$ cat src/sv/xrg_pkg.sv
// shared constants, types and the xorshift step for the range generator
`timescale 1ns / 1ps

package xrg_pkg;

    localparam int unsigned STATE_W = 64;
    localparam int unsigned WORD_W  = 32;
    localparam int unsigned CNT_W   = $clog2(WORD_W);

    localparam int unsigned SHIFT_A = 13;
    localparam int unsigned SHIFT_B = 7;
    localparam int unsigned SHIFT_C = 17;

    // status of the bit-serial remainder unit
    typedef struct packed {
        logic busy;
        logic done;
    } t_div_stat;

    // one xorshift step: left 13, right 7, left 17
    function automatic logic [STATE_W-1:0] xs_advance(input logic [STATE_W-1:0] x);
        logic [STATE_W-1:0] a;
        logic [STATE_W-1:0] b;
        a = x ^ (x << SHIFT_A);
        b = a ^ (a >> SHIFT_B);
        return b ^ (b << SHIFT_C);
    endfunction

endpackage

$ cat src/sv/xrg_xorshift.sv
// generator state register with seed load and single-step advance
`timescale 1ns / 1ps

module xrg_xorshift
    import xrg_pkg::*;
(
    input  logic               i_clk,
    input  logic               i_rst_n,
    input  logic               i_seed_we,
    input  logic [WORD_W-1:0]  i_seed_value,
    input  logic               i_step,
    output logic [STATE_W-1:0] o_state,
    output logic [STATE_W-1:0] o_next
);

    logic [STATE_W-1:0] r_state;
    logic [STATE_W-1:0] n_state;

    assign o_next  = xs_advance(r_state);
    assign o_state = r_state;

    always_comb begin
        n_state = r_state;
        if (i_seed_we) begin
            // zero seed loads as one
            if (i_seed_value == '0) begin
                n_state = STATE_W'(1);
            end else begin
                n_state = {{(STATE_W-WORD_W){1'b0}}, i_seed_value};
            end
        end else if (i_step) begin
            n_state = o_next;
        end
    end

    always_ff @(posedge i_clk) begin
        if (!i_rst_n) begin
            r_state <= STATE_W'(1);
        end else begin
            r_state <= n_state;
        end
    end

endmodule

$ cat src/sv/xrg_mod_serial.sv
// restoring remainder unit, one dividend bit per cycle
`timescale 1ns / 1ps

module xrg_mod_serial
    import xrg_pkg::*;
(
    input  logic              i_clk,
    input  logic              i_rst_n,
    input  logic              i_start,
    input  logic [WORD_W-1:0] i_dividend,
    input  logic [WORD_W-1:0] i_divisor,
    output t_div_stat         o_stat,
    output logic [WORD_W-1:0] o_rem
);

    logic              r_busy;
    logic [CNT_W-1:0]  r_cnt;
    logic [WORD_W-1:0] r_dvd;
    logic [WORD_W-1:0] r_div;
    logic [WORD_W-1:0] r_rem;

    logic [WORD_W:0]   shifted;
    logic [WORD_W:0]   trial;

    // bring in the next dividend bit and try a subtract
    assign shifted = {r_rem, r_dvd[WORD_W-1]};
    assign trial   = shifted - {1'b0, r_div};

    assign o_stat.busy = r_busy;
    assign o_stat.done = r_busy && (r_cnt == CNT_W'(WORD_W-1));
    assign o_rem       = r_rem;

    always_ff @(posedge i_clk) begin
        if (!i_rst_n) begin
            r_busy <= 1'b0;
            r_cnt  <= '0;
        end else if (i_start) begin
            r_busy <= 1'b1;
            r_cnt  <= '0;
        end else if (r_busy) begin
            r_cnt <= r_cnt + 1'b1;
            if (o_stat.done) begin
                r_busy <= 1'b0;
            end
        end
    end

    // partial remainder stays below the divisor, so it fits in one word
    always_ff @(posedge i_clk) begin
        if (i_start) begin
            r_dvd <= i_dividend;
            r_div <= i_divisor;
            r_rem <= '0;
        end else if (r_busy) begin
            r_dvd <= {r_dvd[WORD_W-2:0], 1'b0};
            if (trial[WORD_W]) begin
                r_rem <= shifted[WORD_W-1:0];
            end else begin
                r_rem <= trial[WORD_W-1:0];
            end
        end
    end

endmodule

$ cat src/sv/xorshift64_range_generator.sv
// top level of the xorshift64 bounded random number generator
`timescale 1ns / 1ps

// usage:
//  - request channel: i_in_valid / o_in_stall with i_range_low and i_range_high;
//    a transfer happens on a rising edge with valid high and stall low
//  - result channel: o_out_valid / i_out_stall with o_ranged_value and o_raw_value
//  - seed: pulse i_seed_we with i_seed_value while idle; zero loads as one
//  - nonempty span (low < high): the state steps once at the request transfer,
//    then the bit-serial remainder unit works through the dividend a bit at
//    a time, and the finish state adds low and loads the result register
//  - empty span: the result holds low and the unchanged state
//  - one request in flight; a new request is taken only in the idle state
//  - the result register parts the channels: a request can be taken and
//    worked on while an earlier result waits under stall; a finished result
//    waits in the finish state until the result register frees up
//  - reset (synchronous, active low): state becomes one, no result pending

module xorshift64_range_generator
    import xrg_pkg::*;
(
    input  logic               i_clk,
    input  logic               i_rst_n,
    input  logic               i_seed_we,
    input  logic [WORD_W-1:0]  i_seed_value,
    input  logic               i_in_valid,
    output logic               o_in_stall,
    input  logic [WORD_W-1:0]  i_range_low,
    input  logic [WORD_W-1:0]  i_range_high,
    output logic               o_out_valid,
    input  logic               i_out_stall,
    output logic [WORD_W-1:0]  o_ranged_value,
    output logic [STATE_W-1:0] o_raw_value
);

    typedef enum logic [1:0] {
        S_IDLE,
        S_DIV,
        S_DONE
    } t_state;

    t_state             r_state;
    logic               r_empty;
    logic [WORD_W-1:0]  r_low;
    logic [WORD_W-1:0]  r_span;
    logic               r_out_valid;
    logic [WORD_W-1:0]  r_ranged;
    logic [STATE_W-1:0] r_raw;

    logic               in_xfer;
    logic               out_free;
    logic [WORD_W:0]    span_ext;
    logic               span_ok;
    logic               step;
    logic [STATE_W-1:0] gen_state;
    logic [STATE_W-1:0] gen_next;
    t_div_stat          div_stat;
    logic [WORD_W-1:0]  div_rem;
    logic [WORD_W-1:0]  addend;

    assign o_in_stall = (r_state != S_IDLE);
    assign in_xfer    = i_in_valid && !o_in_stall;
    // the result register can take a new value when empty or being drained
    assign out_free   = !r_out_valid || !i_out_stall;

    // a borrow or a zero difference of high - low tells an empty span
    assign span_ext = {1'b0, i_range_high} - {1'b0, i_range_low};
    assign span_ok  = !span_ext[WORD_W] && (span_ext[WORD_W-1:0] != '0);
    assign step     = in_xfer && span_ok;

    xrg_xorshift u_gen (
        .i_clk        (i_clk),
        .i_rst_n      (i_rst_n),
        .i_seed_we    (i_seed_we),
        .i_seed_value (i_seed_value),
        .i_step       (step),
        .o_state      (gen_state),
        .o_next       (gen_next)
    );

    // remainder of the advanced state's low word by the span
    xrg_mod_serial u_mod (
        .i_clk      (i_clk),
        .i_rst_n    (i_rst_n),
        .i_start    (step),
        .i_dividend (gen_next[WORD_W-1:0]),
        .i_divisor  (span_ext[WORD_W-1:0]),
        .o_stat     (div_stat),
        .o_rem      (div_rem)
    );

    // low + remainder never wraps since remainder < high - low
    assign addend = r_empty ? '0 : div_rem;

    always_ff @(posedge i_clk) begin
        if (!i_rst_n) begin
            r_state     <= S_IDLE;
            r_out_valid <= 1'b0;
        end else begin
            // in the finish state the result register is handled below
            if (r_out_valid && !i_out_stall && r_state != S_DONE) begin
                r_out_valid <= 1'b0;
            end
            case (r_state)
                S_IDLE: begin
                    if (in_xfer) begin
                        r_state <= span_ok ? S_DIV : S_DONE;
                    end
                end
                S_DIV: begin
                    if (div_stat.done) begin
                        r_state <= S_DONE;
                    end
                end
                S_DONE: begin
                    if (out_free) begin
                        r_out_valid <= 1'b1;
                        r_state     <= S_IDLE;
                    end
                end
                default: begin
                    r_state <= S_IDLE;
                end
            endcase
        end
    end

    // request and result payload
    always_ff @(posedge i_clk) begin
        if (in_xfer) begin
            r_low   <= i_range_low;
            r_span  <= span_ext[WORD_W-1:0];
            r_empty <= !span_ok;
        end
        if (r_state == S_DONE && out_free) begin
            r_ranged <= r_low + addend;
            r_raw    <= gen_state;
        end
    end

    assign o_out_valid    = r_out_valid;
    assign o_ranged_value = r_ranged;
    assign o_raw_value    = r_raw;

    // remainder unit only finishes while the sequencer waits for it
    a_done_in_div: assert property (@(posedge i_clk) disable iff (!i_rst_n)
        div_stat.done |-> (r_state == S_DIV))
        else $error("remainder done outside divide state");

    // a nonempty request starts the remainder unit
    a_start_busy: assert property (@(posedge i_clk) disable iff (!i_rst_n)
        step |=> div_stat.busy)
        else $error("remainder unit not started");

    // the finished remainder is below the span
    a_rem_bound: assert property (@(posedge i_clk) disable iff (!i_rst_n)
        (r_state == S_DONE && !r_empty) |-> (div_rem < r_span))
        else $error("remainder not below span");

    // the generator state never reaches zero
    a_raw_nonzero: assert property (@(posedge i_clk) disable iff (!i_rst_n)
        o_out_valid |-> (o_raw_value != '0))
        else $error("raw value is zero");

endmodule
$ cat config.mk
export PLATFORM = sky130hd
export DESIGN_NAME = xorshift64_range_generator
export DESIGN_NICKNAME = d
export VERILOG_FILES = /design/src/sv/xrg_pkg.sv /design/src/sv/xrg_xorshift.sv /design/src/sv/xrg_mod_serial.sv /design/src/sv/xorshift64_range_generator.sv
export SDC_FILE = /design/constraint.sdc
export NUM_CORES = 1
export LEC_CHECK = 0
export BUFFER_PORTS_ARGS = -buffer_cell sky130_fd_sc_hd__buf_2
export CAP_MARGIN = 20
export CORE_ASPECT_RATIO = 1.4
export CORE_MARGIN = 2
export CORE_UTILIZATION = 35
export DETAILED_ROUTE_END_ITERATION = 10
export HOLD_SLACK_MARGIN = 0.05
export SLEW_MARGIN = 20
export SYNTH_ARGS = -nofsm -noshare
export SYNTH_HDL_FRONTEND = slang
export SYNTH_SLANG_ARGS = --single-unit
$ cat constraint.sdc
create_clock -name i_clk -period 16 [get_ports i_clk]
set_input_delay 1.6 -clock i_clk [delete_from_list [all_inputs] [get_ports i_clk]]
set_output_delay 1.6 -clock i_clk [all_outputs]
set_load 0.03 [all_outputs]
# [Word-level counts from Yosys, hierarchy flattened]
# Index checks and enable logic that the tools add are counted.
[totals] reg_bits=298 latch_bits=0 ram_bits=0 mem_bits_ro=0 in_bits=101 elab_cells=66 memories=0
[op_classes] n_addsub=4 mul=0 div=0 magnitude_cmp=0 n_eq_ne=7 shift=0 n_mux=18 bitwise=4 n_reduce_logical=21
[op_table] cell="32-bit 2-to-1 mux" count=5
[op_table] cell="64-bit 2-to-1 mux" count=2
[op_table] cell="64-bit XOR" count=2
[op_table] cell="64-bit by 57-bit XOR with 64-bit output" count=1
[op_table] cell="32-bit by 32-bit subtractor with 33-bit output" count=1
[op_table] cell="33-bit by 32-bit subtractor with 33-bit output" count=1
[op_table] cell="32-bit adder" count=1
[op_table] cell="32-bit logical NOT" count=1
[op_table] cell="32-bit nonzero test" count=1
[op_table] cell="2-bit 2-to-1 mux" count=4
[op_table] cell="2-bit != test (second input constant)" count=4
[op_table] cell="1-bit logical AND" count=7
[op_table] cell="1-bit 2-to-1 mux" count=6
[op_table] cell="2-bit case mux with 3 select lines" count=1
[op_table] cell="2-bit nonzero test" count=3
[op_table] cell="5-bit by 1-bit adder with 5-bit output (second input constant)" count=1
[op_table] cell="5-bit equality test (second input constant)" count=1
[op_table] cell="1-bit logical NOT" count=5
[op_table] cell="3-bit AND reduction" count=1
[op_table] cell="2-bit by 1-bit equality test with 1-bit output (second input constant)" count=1
[op_table] cell="2-bit equality test (second input constant)" count=1
[op_table] cell="2-bit logical NOT" count=1
[op_table] cell="2-bit OR reduction" count=1
[op_table] cell="1-bit logical OR" count=1
[op_table] cell="1-bit NOT" count=1

# [Longest topological paths before layout]
[logic_depth] depth_word=6 depth_mapped=18 ltp_nobuf=16

# [By module]
# Synthesis repeated with hierarchy kept, for this count alone.
[hier_totals] cells_unflattened=1824 area_unflattened_um2=18328.8
[modules_own_cells] mod="xorshift64_range_generator" instances=1 cells_per_inst=737 area_each_um2=8111.5 seq_area_each_um2=3933.8
[modules_own_cells] mod="xrg_mod_serial" instances=1 cells_per_inst=568 area_each_um2=5989.5 seq_area_each_um2=2682.6
[modules_own_cells] mod="xrg_xorshift" instances=1 cells_per_inst=519 area_each_um2=4227.8 seq_area_each_um2=1281.2

# [Worst setup path after synthesis]
# OpenSTA, ideal clock, no wires.
[synth_timing] path_kind="in2reg" from="in i_out_stall" to="reg r_ranged[0] (netlist: o_ranged_value[0]) (enable)" setup_time_ns=0.583 arrival_ns=6.136 required_ns=15.417 setup_slack_ns=9.281 path_stages=1 path_buffers=0 path_cell_list="a21oi_1"
[synth_between] elab_chain_cells=3
[synth_rtl] element="start: declaration" line_no="xorshift64_range_generator.sv:31" rtl="input logic i_out_stall,"
[synth_rtl] element="1-bit logical NOT" line_no="xorshift64_range_generator.sv:64" rtl="assign out_free = !r_out_valid || !i_out_stall;"
[synth_rtl] element="1-bit logical OR" line_no="xorshift64_range_generator.sv:64"
[synth_rtl] element="1-bit logical AND" line_no="xorshift64_range_generator.sv:135" rtl="if (r_state == S_DONE && out_free) begin"
[synth_rtl] element="end signal: assignment" line_no="xorshift64_range_generator.sv:136" rtl="r_ranged <= r_low + addend;"
[synth_rtl] element="end: declaration" line_no="xorshift64_range_generator.sv:47" rtl="logic [WORD_W-1:0] r_ranged;"
# No other way between the ends.
# A chain may end at the register's enable or synchronous reset.

# [Final worst setup path]
[layout_timing] from="in i_range_low[0]" to="reg u_mod.r_div[3] (enable)"
[layout_between] elab_chain_cells=4 word_cells_on_any_way=5 classes_between="add/sub (1); reduce/logical (4)"
[layout_rtl] element="start: declaration" line_no="xorshift64_range_generator.sv:28" rtl="input logic [WORD_W-1:0] i_range_low,"
[layout_rtl] element="32-bit by 32-bit subtractor with 33-bit output" line_no="xorshift64_range_generator.sv:67" rtl="assign span_ext = {1'b0, i_range_high} - {1'b0, i_range_low};"
[layout_rtl] element="net span_ext[26]" line_no="xorshift64_range_generator.sv:52" rtl="logic [WORD_W:0] span_ext;"
[layout_rtl] element="32-bit nonzero test" line_no="xorshift64_range_generator.sv:68" rtl="assign span_ok = !span_ext[WORD_W] && (span_ext[WORD_W-1:0] != '0);"
[layout_rtl] element="1-bit logical AND" line_no="xorshift64_range_generator.sv:68"
[layout_rtl] element="1-bit logical AND" line_no="xorshift64_range_generator.sv:69" rtl="assign step = in_xfer && span_ok;"
[layout_rtl] element="end signal: assignment" line_no="xrg_mod_serial.sv:52" rtl="r_div <= i_divisor;"
[layout_rtl] element="end: declaration" line_no="xrg_mod_serial.sv:19" rtl="logic [WORD_W-1:0] r_div;"
# The timed path passes the listed nets, and every way through them passes these cells.

==> results_dict.tcl <==
set metrics [dict create \
    hp-start "r_state[1]" \
    finalSetupViolCount 0 \
    worstPathMaxFanout 69 \
    hpwl_mm 39.1 \
    most-common-layout-cells "198 x buf_2, 193 x edfxtp_1, 140 x xnor2_1" \
    area_growth_pct 15.2 \
    crit_family "buffers and inverters" \
    hold_slack_ns 0.476 \
    diodes 0 \
    clk_pin_slew_ns 0.06 \
    grt-busiest-layer "met2" \
    post-route-period-util_pct 38.7 \
    num_rows 99 \
    p_sw_share_pct 37.0 \
    period_needed_ns 6.20 \
    drive_above_1_share_pct 17.3 \
    crit_path_start "i_range_low[0]" \
    grt_pass1_vias 14300 \
    r2r-start "u_mod.r_dvd[31]" \
    drc 0 \
    gr-usage-met3_pct 2.42 \
    ir_drop_uv 68.4 \
    fp.coreArea_um2 51900 \
    postCtsSetupBuffers 0 \
    met1_usage_pct 20.7 \
    firstDrtPassIters 5 \
    stdcell_count 2655 \
    clock_skew_ns 0.0175 \
    post_drt_via_cell_ratio 5.41 \
    gp_congestion 0.898 \
    num_vias 14400 \
    cts_tree "yes" \
    max_cap_viol_count 0 \
    htree_levels 2 \
    clock_latency_ns 0.53 \
    seqPwrFrac_pct 33.1 \
    antenna_found_initial 1 \
    io_pins 199 \
    max_stage_delay_ns 0.83 \
    drt_iter0_markers 664 \
    io_buffers 198 \
    die_height_um 275 \
    grt_pass1_wl_mm 79.8 \
    p_int_w 0.00196 \
    gr-usage-met2_pct 36.1 \
    max_freq_mhz 161 \
    routedWlPerCell_um 19.6 \
    mostFrequentLayoutCell "buf_2" \
    leakage_nw 8.51 \
    p_total_w 0.00311 \
    die_area_um2 54200 \
    crit_type "in2reg" \
    fin_nets 2174 \
    crit_required_ns 16.14 \
    drt-total-wl_mm 52.0 \
    syn-cell-area_um2 18300 \
    comb_power_share_pct 38.6 \
    power_switching_w 0.00115 \
    yosys_warnings 0 \
    ys_seq_area_share_pct 43.1 \
    syn_nets 2008 \
    synth_seq_cells 298 \
    syn_inst 1807 \
    worst-path-buf-inv 4 \
    cts_buffers 34 \
    start_util_pct 35.3 \
    status "completed" \
    dpl.cell_count 2593 \
    rrSetupSlack_ns 11.61 \
    route.antenna.remaining_nets 0 \
    fin_ws_ns 9.80 \
    synth_edf_count 193 \
    maxSlewHeadroom_pct 30.0 \
    endpoint_kind "register" \
    max_slew.worst_pin.slew_ns 1.04 \
    yosys.cell_types.count 84 \
    worstPathArrival_ns 6.34 \
    nFillCells 5050 \
    rsz0062_at_grt "false" \
    hold_violations 0 \
    track_usage_pct 18.9 \
    cts_resized 0 \
    grt_overflow 0 \
    hold_path.class "reg2reg" \
    cp_slowest_cell "buf_4" \
    grt_max_degree 98 \
    critical_path.most_common_cell "buf_4" \
    power.density_nw_per_um2 148 \
    cts_root_buffer "clkbuf_16" \
    die_w_um 197 \
    tns_ns 0 \
    maxSlewViolCount 0 \
    place_ws_ns 9.21 \
    critPathLaunchType "primary input" \
    synthFlopType "edfxtp_1" \
    cts_hold_buf 0 \
    p_clk_share_pct 28.2 \
    crit_chain "buf_2, ha_1, fa_1, nand2b_1, a21oi_2, o2111ai_2, a2111o_1, and4_1, a311oi_1, nand4bb_1, or4_1, o21a_1, buf_4, nand2_8, inv_4, buf_4" \
    clk_path_buf_depth 3 \
    synth.avg_cell_area_um2 10.1 \
    cts.sink_count 298 \
    synthArstFlopShare_pct 0 \
]
==> state kept, by name, summed over array words and instances, names as in the netlist <==
name / flops
r_low: 32
u_gen.o_state: 64
u_mod.r_cnt: 5
r_empty: 1
u_mod.r_dvd: 32
r_state: 2
u_mod.o_rem: 32
u_mod.r_div: 32
u_mod.r_busy: 1
o_out_valid: 1
o_ranged_value: 32
o_raw_value: 64
==> power groups by stage <==
stage / combinational [W] / clock (W) / sequential (W)
floorplan: 0.000897 / 0 / 0.00105
detailed placement: 0.00119 / 0 / 0.00105
global placement: 0.00117 / 0 / 0.00105
global route: 0.00132 / 0.000925 / 0.00104
CTS: 0.00120 / 0.000902 / 0.00103
finish: 0.00120 / 0.000880 / 0.00103
==> path summary, 6_finish.rpt <==
check,endpoint,cells past startpoint
worst max-delay path,u_mod.r_div[3],16
worst min-delay path,r_state[0],1
worst max register to register,u_mod.o_rem[12],14
worst min register to register,r_state[0],1
==> cell type report <==
class / count / area [um^2] / area share [%]
inverter: 130 / 493 / 2.34
clock inverter: 23 / 325 / 1.54
sequential: 298 / 7900 / 37.4
multi-input combinational: 1299 / 9540 / 45.2
clock buffer: 39 / 933 / 4.42
tap: 656 / 821 / 3.89
timing repair buffer: 210 / 1080 / 5.12
==> Yosys cell counts (40+ instances only) <==
| master | number | area share (%) |
|---|---|---|
| nand2_1 | 120 | 2.5 |
| nor2_1 | 98 | 2.0 |
| o31ai_1 | 60 | 2.5 |
| dfxtp_1 | 105 | 11 |
| a21o_1 | 50 | 2.1 |
| inv_1 | 127 | 2.6 |
| clkbuf_1 | 54 | 1.1 |
| a21oi_1 | 140 | 3.8 |
| o21ai_0 | 40 | 1.1 |
| ha_1 | 97 | 6.6 |
| xnor2_1 | 141 | 6.7 |
| edfxtp_1 | 193 | 32 |
| xor2_1 | 89 | 4.3 |
==> kinds of logic (layout without fill, tap and decap cells) <==
family / Yosys count / in the layout / share of synthesized area [%]
adder cells (fa/ha/maj): 100 / 100 / 6.96
multiplexers: 33 / 33 / 2.16
XOR/XNOR: 230 / 230 / 11.0
AND/OR/NAND/NOR: 468 / 468 / 13.3
buffers and inverters: 210 / 402 / 5.02
AO/OA/AOI/OAI: 468 / 468 / 18.5
flip-flops: 298 / 298 / 43.1
==> per-layer routing <==
metal / up-vias / wire length, um
li1: 6977 / -
met1: 6823 / 19900
met2: 438 / 27600
met4: 2 / 2140
met3: 120 / 2390
met5: - / 15
==> stage by stage <==
step / instance area, um^2 / util (%)
2_1_floorplan: 18300 / -
3_3_place_gp: 19800 / 38.2
3_5_place_dp: 19800 / 38.2
4_1_cts: 21100 / 40.6
5_1_grt: 21100 / 40.6
6_report: 21100 / 40.6
Power figures use the tool's default switching activity.
